File: src/rtl/core/bfa_pkg.sv
// Shared types and constants for the bitmap frame allocator.
// No dependencies; imported by every module in rtl/core.
package bfa_pkg;

  localparam int MAX_FRAMES    = 1024;
  localparam int BITS_PER_WORD = 64;
  localparam int WORD_SLOTS    = (MAX_FRAMES + BITS_PER_WORD - 1) / BITS_PER_WORD;

  localparam int FRAME_W = $clog2(MAX_FRAMES);     // frame id
  localparam int COUNT_W = FRAME_W + 1;            // 0..MAX_FRAMES
  localparam int BIT_W   = $clog2(BITS_PER_WORD);  // bit within a word
  localparam int WIDX_W  = $clog2(WORD_SLOTS);     // word index
  localparam int WCNT_W  = WIDX_W + 1;             // word count 1..WORD_SLOTS

  localparam logic [1:0] CMD_ALLOC = 2'd0;
  localparam logic [1:0] CMD_FREE  = 2'd1;
  localparam logic [1:0] CMD_QUERY = 2'd2;

  localparam int APB_DW = 32;
  localparam int APB_AW = 3;

  typedef enum logic [1:0] {
    ST_OK        = 2'd0,
    ST_NO_FREE   = 2'd1,
    ST_INVALID   = 2'd2,
    ST_NOT_ALLOC = 2'd3
  } status_e;

  typedef struct packed {
    logic [1:0]         command;
    logic [FRAME_W-1:0] request_frame;
  } req_t;

  typedef struct packed {
    status_e            status;
    logic [FRAME_W-1:0] granted_frame;
    logic               is_allocated;
    logic [COUNT_W-1:0] used_count;
    logic [COUNT_W-1:0] free_total;
  } rsp_t;

  // result of examining one bitmap word
  typedef struct packed {
    logic             full;     // no free bit
    logic             fills;    // taking the lowest free bit fills the word
    logic [BIT_W-1:0] bit_idx;  // lowest free bit
  } scan_t;

endpackage

File: src/rtl/core/bfa_cfg_regs.sv
// APB register file holding the frame limit, clamped on write.
// Depends on bfa_pkg.
module bfa_cfg_regs (
  input  logic                        clk_i,
  input  logic                        rst_ni,
  input  logic                        psel,
  input  logic                        penable,
  input  logic                        pwrite,
  input  logic [bfa_pkg::APB_AW-1:0]  paddr,
  input  logic [bfa_pkg::APB_DW-1:0]  pwdata,
  output logic [bfa_pkg::APB_DW-1:0]  prdata,
  output logic                        pready,
  output logic [bfa_pkg::COUNT_W-1:0] frame_limit_o
);
  import bfa_pkg::*;

  logic [COUNT_W-1:0] frame_limit_q, frame_limit_d, wr_val;
  logic               wr_en;

  assign pready = 1'b1;
  assign wr_en  = psel && penable && pwrite && !paddr[2];
  assign wr_val = pwdata[COUNT_W-1:0];

  always_comb begin
    if (wr_val == '0) begin
      frame_limit_d = COUNT_W'(1);
    end else if (wr_val > COUNT_W'(MAX_FRAMES)) begin
      frame_limit_d = COUNT_W'(MAX_FRAMES);
    end else begin
      frame_limit_d = wr_val;
    end
  end

  always_ff @(posedge clk_i or negedge rst_ni) begin
    if (!rst_ni) begin
      frame_limit_q <= COUNT_W'(MAX_FRAMES);
    end else if (wr_en) begin
      frame_limit_q <= frame_limit_d;
    end
  end

  assign prdata        = paddr[2] ? '0 : APB_DW'(frame_limit_q);
  assign frame_limit_o = frame_limit_q;

endmodule

File: src/rtl/core/bfa_word_unit.sv
// Shared word examiner: masks out-of-range bits in, finds the lowest free bit.
// Depends on bfa_pkg.
module bfa_word_unit (
  input  logic [bfa_pkg::BITS_PER_WORD-1:0] word_i,
  input  logic [bfa_pkg::WIDX_W-1:0]        word_idx_i,
  input  logic [bfa_pkg::COUNT_W-1:0]       frame_limit_i,
  output bfa_pkg::scan_t                    scan_o
);
  import bfa_pkg::*;

  logic [COUNT_W-1:0]       base, valid;
  logic [BITS_PER_WORD-1:0] tail, eff, free, low;
  logic [BIT_W-1:0]         idx;

  assign base  = COUNT_W'(word_idx_i) << BIT_W;
  assign valid = frame_limit_i - base;

  always_comb begin
    if (base >= frame_limit_i) begin
      tail = '1;
    end else if (valid >= COUNT_W'(BITS_PER_WORD)) begin
      tail = '0;
    end else begin
      tail = ~((BITS_PER_WORD'(1) << valid[BIT_W-1:0]) - BITS_PER_WORD'(1));
    end
  end

  assign eff  = word_i | tail;
  assign free = ~eff;
  assign low  = free & (~free + BITS_PER_WORD'(1));  // isolate lowest free bit

  // one-hot to index: each index bit ORs the positions that carry it
  always_comb begin
    idx = '0;
    for (int i = 0; i < BITS_PER_WORD; i++) begin
      if (low[i]) begin
        idx = idx | BIT_W'(i);
      end
    end
  end

  assign scan_o.full    = (free == '0);
  assign scan_o.fills   = ((eff | low) == '1);
  assign scan_o.bit_idx = idx;

endmodule

File: src/rtl/core/bitmap_frame_allocator.sv
// Bitmap frame allocator: top level with the sequencer and the used-bitmap.
// Depends on bfa_pkg, bfa_cfg_regs, bfa_word_unit.
//
// Usage:
//   req channel (req_valid_i/req_ready_o, req_i) takes one command word:
//   allocate, free or query. rsp channel (rsp_valid_o/rsp_ready_i, rsp_o)
//   returns exactly one result word per command, in order.
//   APB port: frame limit at address 0 (clamped to 1..MAX_FRAMES on write).
//
// Sequencing:
//   Allocate probes one bitmap word per cycle through the shared word unit,
//   starting at the remembered start word and wrapping, over at most wc
//   words (wc = words covering the frame limit, at most 16), then issues
//   the result from S_PUSH. Free/query pass S_ACCESS then S_PUSH, no-op
//   commands only S_PUSH. One command is in flight at a time; req_ready_o
//   is high only while the sequencer is idle.
//
// Reset: bitmap cleared, start word and used count zero, frame limit = max.
// Stall: the result sits in the output register while the receiver holds
//   rsp_ready_i low; the next command may still be accepted and worked, and
//   its result waits in the sequencer until the output register frees.
module bitmap_frame_allocator (
  input  logic                        clk_i,
  input  logic                        rst_ni,
  input  logic                        req_valid_i,
  output logic                        req_ready_o,
  input  bfa_pkg::req_t               req_i,
  output logic                        rsp_valid_o,
  input  logic                        rsp_ready_i,
  output bfa_pkg::rsp_t               rsp_o,
  input  logic                        psel,
  input  logic                        penable,
  input  logic                        pwrite,
  input  logic [bfa_pkg::APB_AW-1:0]  paddr,
  input  logic [bfa_pkg::APB_DW-1:0]  pwdata,
  output logic [bfa_pkg::APB_DW-1:0]  prdata,
  output logic                        pready
);
  import bfa_pkg::*;

  typedef enum logic [1:0] {
    S_IDLE,
    S_SCAN,
    S_ACCESS,
    S_PUSH
  } state_e;

  state_e              state_q;
  logic [BITS_PER_WORD-1:0] map_q [WORD_SLOTS];
  logic [WIDX_W-1:0]   start_q, idx_q, next_idx;
  logic [WCNT_W-1:0]   probes_q, wc;
  logic [COUNT_W-1:0]  used_q, frame_limit, wc_sum, free_total;
  logic [1:0]          cmd_q;
  logic [FRAME_W-1:0]  frame_q;
  status_e             res_status_q;
  logic [FRAME_W-1:0]  res_grant_q;
  logic                res_alloc_q;
  rsp_t                rsp_q;
  logic                rsp_valid_q;
  logic                rsp_load;
  logic [BITS_PER_WORD-1:0] rd_word;
  logic                rd_bit;
  scan_t               scan;

  bfa_cfg_regs u_cfg (
    .clk_i,
    .rst_ni,
    .psel,
    .penable,
    .pwrite,
    .paddr,
    .pwdata,
    .prdata,
    .pready,
    .frame_limit_o (frame_limit)
  );

  // single read port: scan word or the word holding the free/query frame
  assign rd_word = map_q[idx_q];
  assign rd_bit  = rd_word[frame_q[BIT_W-1:0]];

  bfa_word_unit u_word (
    .word_i        (rd_word),
    .word_idx_i    (idx_q),
    .frame_limit_i (frame_limit),
    .scan_o        (scan)
  );

  // words covering the frame limit, rounded up
  assign wc_sum   = frame_limit + COUNT_W'(BITS_PER_WORD - 1);
  assign wc       = wc_sum[COUNT_W-1:BIT_W];
  assign next_idx = ((WCNT_W'(idx_q) + WCNT_W'(1)) == wc) ? '0 : idx_q + WIDX_W'(1);

  assign free_total = (frame_limit > used_q) ? frame_limit - used_q : '0;

  // result moves into the output register when it is empty or being drained
  assign rsp_load = (state_q == S_PUSH) && (!rsp_valid_q || rsp_ready_i);

  assign req_ready_o = (state_q == S_IDLE);
  assign rsp_valid_o = rsp_valid_q;
  assign rsp_o       = rsp_q;

  always_ff @(posedge clk_i or negedge rst_ni) begin
    if (!rst_ni) begin
      state_q      <= S_IDLE;
      start_q      <= '0;
      used_q       <= '0;
      rsp_valid_q  <= 1'b0;
      idx_q        <= '0;
      probes_q     <= '0;
      cmd_q        <= CMD_ALLOC;
      frame_q      <= '0;
      res_status_q <= ST_OK;
      res_grant_q  <= '0;
      res_alloc_q  <= 1'b0;
      rsp_q        <= '0;
      for (int i = 0; i < WORD_SLOTS; i++) begin
        map_q[i] <= '0;
      end
    end else begin
      if (rsp_load) begin
        rsp_valid_q <= 1'b1;
      end else if (rsp_ready_i) begin
        rsp_valid_q <= 1'b0;
      end
      case (state_q)
        S_IDLE: begin
          if (req_valid_i) begin
            cmd_q        <= req_i.command;
            frame_q      <= req_i.request_frame;
            probes_q     <= '0;
            res_status_q <= ST_OK;
            res_grant_q  <= '0;
            res_alloc_q  <= 1'b0;
            case (req_i.command)
              CMD_ALLOC: begin
                // a start word beyond the current word count restarts at 0
                idx_q   <= (WCNT_W'(start_q) >= wc) ? '0 : start_q;
                state_q <= S_SCAN;
              end
              CMD_FREE, CMD_QUERY: begin
                idx_q   <= req_i.request_frame[FRAME_W-1:BIT_W];
                state_q <= S_ACCESS;
              end
              default: begin
                state_q <= S_PUSH;
              end
            endcase
          end
        end
        S_SCAN: begin
          if (!scan.full) begin
            map_q[idx_q][scan.bit_idx] <= 1'b1;
            used_q      <= used_q + COUNT_W'(1);
            res_grant_q <= {idx_q, scan.bit_idx};
            start_q     <= scan.fills ? next_idx : idx_q;
            state_q     <= S_PUSH;
          end else if ((probes_q + WCNT_W'(1)) == wc) begin
            res_status_q <= ST_NO_FREE;
            state_q      <= S_PUSH;
          end else begin
            probes_q <= probes_q + WCNT_W'(1);
            idx_q    <= next_idx;
          end
        end
        S_ACCESS: begin
          if (COUNT_W'(frame_q) >= frame_limit) begin
            res_status_q <= ST_INVALID;
          end else if (cmd_q == CMD_QUERY) begin
            res_alloc_q <= rd_bit;
          end else if (!rd_bit) begin
            res_status_q <= ST_NOT_ALLOC;
          end else begin
            map_q[idx_q][frame_q[BIT_W-1:0]] <= 1'b0;
            if (used_q != '0) begin
              used_q <= used_q - COUNT_W'(1);
            end
            start_q <= idx_q;
          end
          state_q <= S_PUSH;
        end
        S_PUSH: begin
          // counts are already updated; wait for a free output register
          if (rsp_load) begin
            rsp_q.status        <= res_status_q;
            rsp_q.granted_frame <= res_grant_q;
            rsp_q.is_allocated  <= res_alloc_q;
            rsp_q.used_count    <= used_q;
            rsp_q.free_total    <= free_total;
            state_q             <= S_IDLE;
          end
        end
        default: begin
          state_q <= S_IDLE;
        end
      endcase
    end
  end

endmodule

File: config.mk
export PLATFORM = sky130hd
export DESIGN_NAME = bitmap_frame_allocator
export DESIGN_NICKNAME = d
export VERILOG_FILES = /design/src/rtl/core/bfa_pkg.sv /design/src/rtl/core/bfa_cfg_regs.sv /design/src/rtl/core/bfa_word_unit.sv /design/src/rtl/core/bitmap_frame_allocator.sv
export SDC_FILE = /design/constraint.sdc
export NUM_CORES = 2
export LEC_CHECK = 0
export ABC_CLOCK_PERIOD_IN_PS = 7150
export BUFFER_PORTS_ARGS = -buffer_cell sky130_fd_sc_hd__buf_2
export CAP_MARGIN = 20
export CORE_UTILIZATION = 40
export DETAILED_ROUTE_END_ITERATION = 6
export PLACE_DENSITY = 0.58
export SLEW_MARGIN = 30
export SYNTH_ARGS = -nofsm -noshare
export SYNTH_HDL_FRONTEND = slang
export SYNTH_SLANG_ARGS = --single-unit
File: constraint.sdc
create_clock -name clk_i -period 7.15 [get_ports clk_i]
set_input_delay 0.3575 -clock clk_i [delete_from_list [all_inputs] [get_ports clk_i]]
set_output_delay 0.3575 -clock clk_i [all_outputs]
set_load 0.01 [all_outputs]
==> impl_metrics.py <==
metrics = {
    "sta": {
        "min_period_over_period_pct": 98.5,
        "worst_slew_pin_slew_ns": 1.17,
        "final_max_slew_viol_count": 0,
        "tns_ns": 0,
        "hold_viol": 0,
        "fmax_mhz": 142,
        "setup-violations-final": 0,
        "period_minus_slack_ns": 7.05,
        "grt_setup_unrepaired": "no",
        "slew_headroom_pct": 22.0,
        "clock_skew_ns": 0.0377,
    },
    "floorplan": {
        "die_h_um": 402,
        "start_util_pct": 40.4,
        "die_w_um": 402,
        "die-area_um2": 162000,
        "rows": 146,
        "io-pin-count": 124,
        "design.core.area_um2": 159000,
    },
    "final_layout": {
        "final_nets": 7082,
        "drive_gt1_share_pct": 17.5,
        "fillCellCount": 14800,
        "final_core_util_pct": 46.4,
        "fin_cells": 9162,
        "final_cell_area_um2": 73700,
        "regArea_um2": 28100,
        "area_growth_syn_to_layout_pct": 14.9,
        "multi_input_area_um2": 33300,
    },
    "worst_setup_path": {
        "critPathTopFamily": "simple AND/OR/NAND/NOR gates",
        "arrival_ns": 7.79,
        "end_kind": "flop",
        "cp_data_required_time_ns": 7.89,
        "cp-start-kind": "flop",
        "crit_chain": "or4_1 > nor2_1 > nand2_1 > ha_1 > nor2_1 > a21oi_1 > o311ai_0 > a2bb2oi_1 > a21oi_1 > o2111ai_4 > buf_4 > nor4b_2 > or4_1 > nor4_1 > nor4b_1 > and3_1 > buf_4 > nand4_1 > buf_12 > nor2_1 > o22a_1",
        "crit_path_frequent_cell": "nor2_1",
        "cp_max_fo": 12,
        "worst_path_largest_cell_delay_ns": 0.70,
        "critPathKind": "flop to flop",
        "crit_buf_inv": 3,
        "crit_slowest_cell": "or4_1",
    },
    "clock_tree": {
        "cts_setup_buffers": 0,
        "clock-sinks": 1122,
        "root_buffer": "clkbuf_16",
        "max-clock-path-buffers": 3,
        "htree_levels": 4,
        "insertion_delay_ns": 0.82,
        "cts_tree": "done",
        "cts_buffers": 132,
        "cts.clk_slew.worst_paths_ns": 0.06,
    },
    "yosys": {
        "yosys_warnings": 0,
        "async_reset_ff_share_pct": 100,
        "syn_area_per_cell_um2": 9.27,
        "syn_inst": 6922,
        "synth_seq_cells": 1122,
        "synth_cell_type_count": 108,
        "yosys_most_used_dff": "dfrtp_1",
        "syn-cell-area_um2": 64100,
        "synth_edf_count": 0,
        "ys_seq_area_share_pct": 43.8,
    },
    "run_status": {
        "status": "complete, no violations",
    },
    "place": {
        "hpwl_um": 205000,
        "io_buffers": 78,
        "place_inst": 8883,
        "placed_area_um2": 69000,
        "gp_congestion": 1.09,
    },
    "pwr": {
        "cellPowerDensity_nw_per_um2": 385,
        "ir_drop_mv": 0.285,
        "leakage_nw": 26.9,
    },
    "detailed_routing": {
        "drt_wl_total_um": 315000,
        "antenna_left": 0,
        "dr.pass1.iters": 6,
        "drt_iter0_markers": 10100,
        "vias_per_cell": 6.94,
        "via_count": 63600,
        "post_drt_wl_per_cell_um": 34.4,
        "drcViolationCount": 0,
    },
    "grt": {
        "grt_start_max_net_pins": 247,
        "grt_pass1_vias": 59100,
        "antenna_found_initial": 23,
        "grt-ovfl-total": 0,
        "grt_pass1_wl_um": 445000,
        "grt.total_usage_pct": 38.1,
    },
    "worst_hold_path": {
        "hp-class": "input pin to flop",
    },
    "run": {
        "maxCapViolCount": 0,
    },
}
power by group:
part	internal, mW	total (mW)	switching, mW	leakage (nW)
combinational	4.11	14.4	10.3	13.0
clock	3.98	6.90	2.93	2.13
sequential	6.72	7.06	0.337	11.7
total	14.8	28.4	13.6	26.9
routing by layer:
layer	track usage [%]	vias to the layer above	wire, um
li1	-	26000	-
met1	51.5	31900	120000
met5	0	-	105
met2	54.2	4639	132000
met3	11.4	1030	42000
met4	21.6	12	21100
worst paths after layout:
check | start | to | slack (ns) | depth (start not counted)
worst max-delay path | u_cfg.frame_limit_o[4] | map_q[978] | 0.10 | 21
worst max register to register | u_cfg.frame_limit_o[4] | map_q[978] | 0.10 | 21
worst min-delay path | pwdata[0] | u_cfg.frame_limit_o[0] | 0.07 | 3
worst min register to register | rsp_o[22] | rsp_o[22] | 0.47 | 2
max in group asynchronous | rst_ni | map_q[872] | 5.03 | 4
min in group asynchronous | rst_ni | map_q[901] | 0.16 | 2
Yosys cell counts, drive strengths merged, types with 15 or more instances:
cell type	count	area (um2)
a22o	30	263
nand3	81	410
nor4	54	412
nor2b	22	138
clkbuf	483	1810
o22a	19	166
o211ai	16	130
mux4	262	5900
nand2b	32	200
nand2	327	1230
or3	16	105
nor3	109	551
o22ai	19	119
dfrtp	1121	28100
and3	19	119
a31oi	51	319
inv	57	214
o31ai	34	260
ha	51	638
a22oi	67	503
mux2	74	833
and2	61	382
nor2	208	781
or4	19	146
nand4	34	219
mux2i	73	731
a211oi	16	133
a21oi	1046	5240
buf	185	1220
xnor2	30	263
o21ai	2027	10100
nor3b	15	113
a21o	25	189
worst min-delay path, cell delays in order:
cell and delay [ns]:
buf_2 0.09, o21ai_0 0.17, o21ai_0 0.21
through the flow:
| stage | worst slack (ns) | total power [mW] | hold WS [ns] |
|---|---|---|---|
| floorplan | 0.0374 | 14.2 | 0.0619 |
| global placement | 0.191 | 20.8 | 0.438 |
| detailed placement | 0.311 | 20.8 | 0.444 |
| CTS | 0.274 | 27.7 | 0.0173 |
| global route | 0.0126 | 28.9 | 0.0733 |
| finish | 0.104 | 28.4 | 0.0700 |
final cells by class:
class                   count  area share (%)
clock inverters            41           0.794
diodes                     17          0.0577
clock buffers             192            5.10
well taps                2072            3.52
multi-input cells        5090            45.2
repair buffers            566            6.92
inverters                  62           0.319
flip-flops and latches   1122            38.1
cell usage in the layout, fill, tap and decap left out, types with 30 or more instances in the layout:
cell type / instances
o21ai_0: 2013
dfrtp_1: 1117
a21oi_1: 1044
buf_4: 383
nand2_1: 310
mux4_2: 262
nor2_1: 181
clkbuf_16: 133
nor3_1: 95
nand3_1: 79
buf_2: 78
mux2_2: 74
buf_12: 74
mux2i_1: 73
a22oi_1: 67
inv_1: 57
a31oi_1: 51
ha_1: 48
and2_1: 45
clkbuf_1: 38
nor4_1: 37
nand4_1: 33
nand2b_1: 32
o31ai_1: 32
xnor2_1: 30
a22o_1: 30
sequential cells by signal, summed over array words and instances, names as in the netlist:
signal	flops
cmd_q	2
start_q	4
frame_q	10
res_status_q	2
state_q	2
map_q	1024
probes_q	5
idx_q	4
u_cfg.frame_limit_o	11
res_grant_q	10
used_q	11
rsp_o	35
rsp_valid_o	1
res_alloc_q	1
cells by family after synthesis:
| family | count (synthesis) | synth area share, % |
|---|---|---|
| other | 2 | 0.0117 |
| adders and majority gates | 54 | 1.09 |
| buffers and inverters | 730 | 5.09 |
| DFF | 1122 | 43.8 |
| muxes | 409 | 11.6 |
| AOI/OAI and AO/OA | 3517 | 29.7 |
| xor gates and xnor gates | 41 | 0.560 |
| and+or+nand+nor | 1047 | 8.15 |
repair_timing:
| action | 4_1_cts | 5_1_grt |
|---|---|---|
| hold buffers | 27 | 0 |
| setup endpoints to repair | 0 | 94 |
| hold endpoints to repair | 97 | 0 |
| resized for setup | 0 | 6 |
Note: power is estimated with default switching activity, not from simulation.
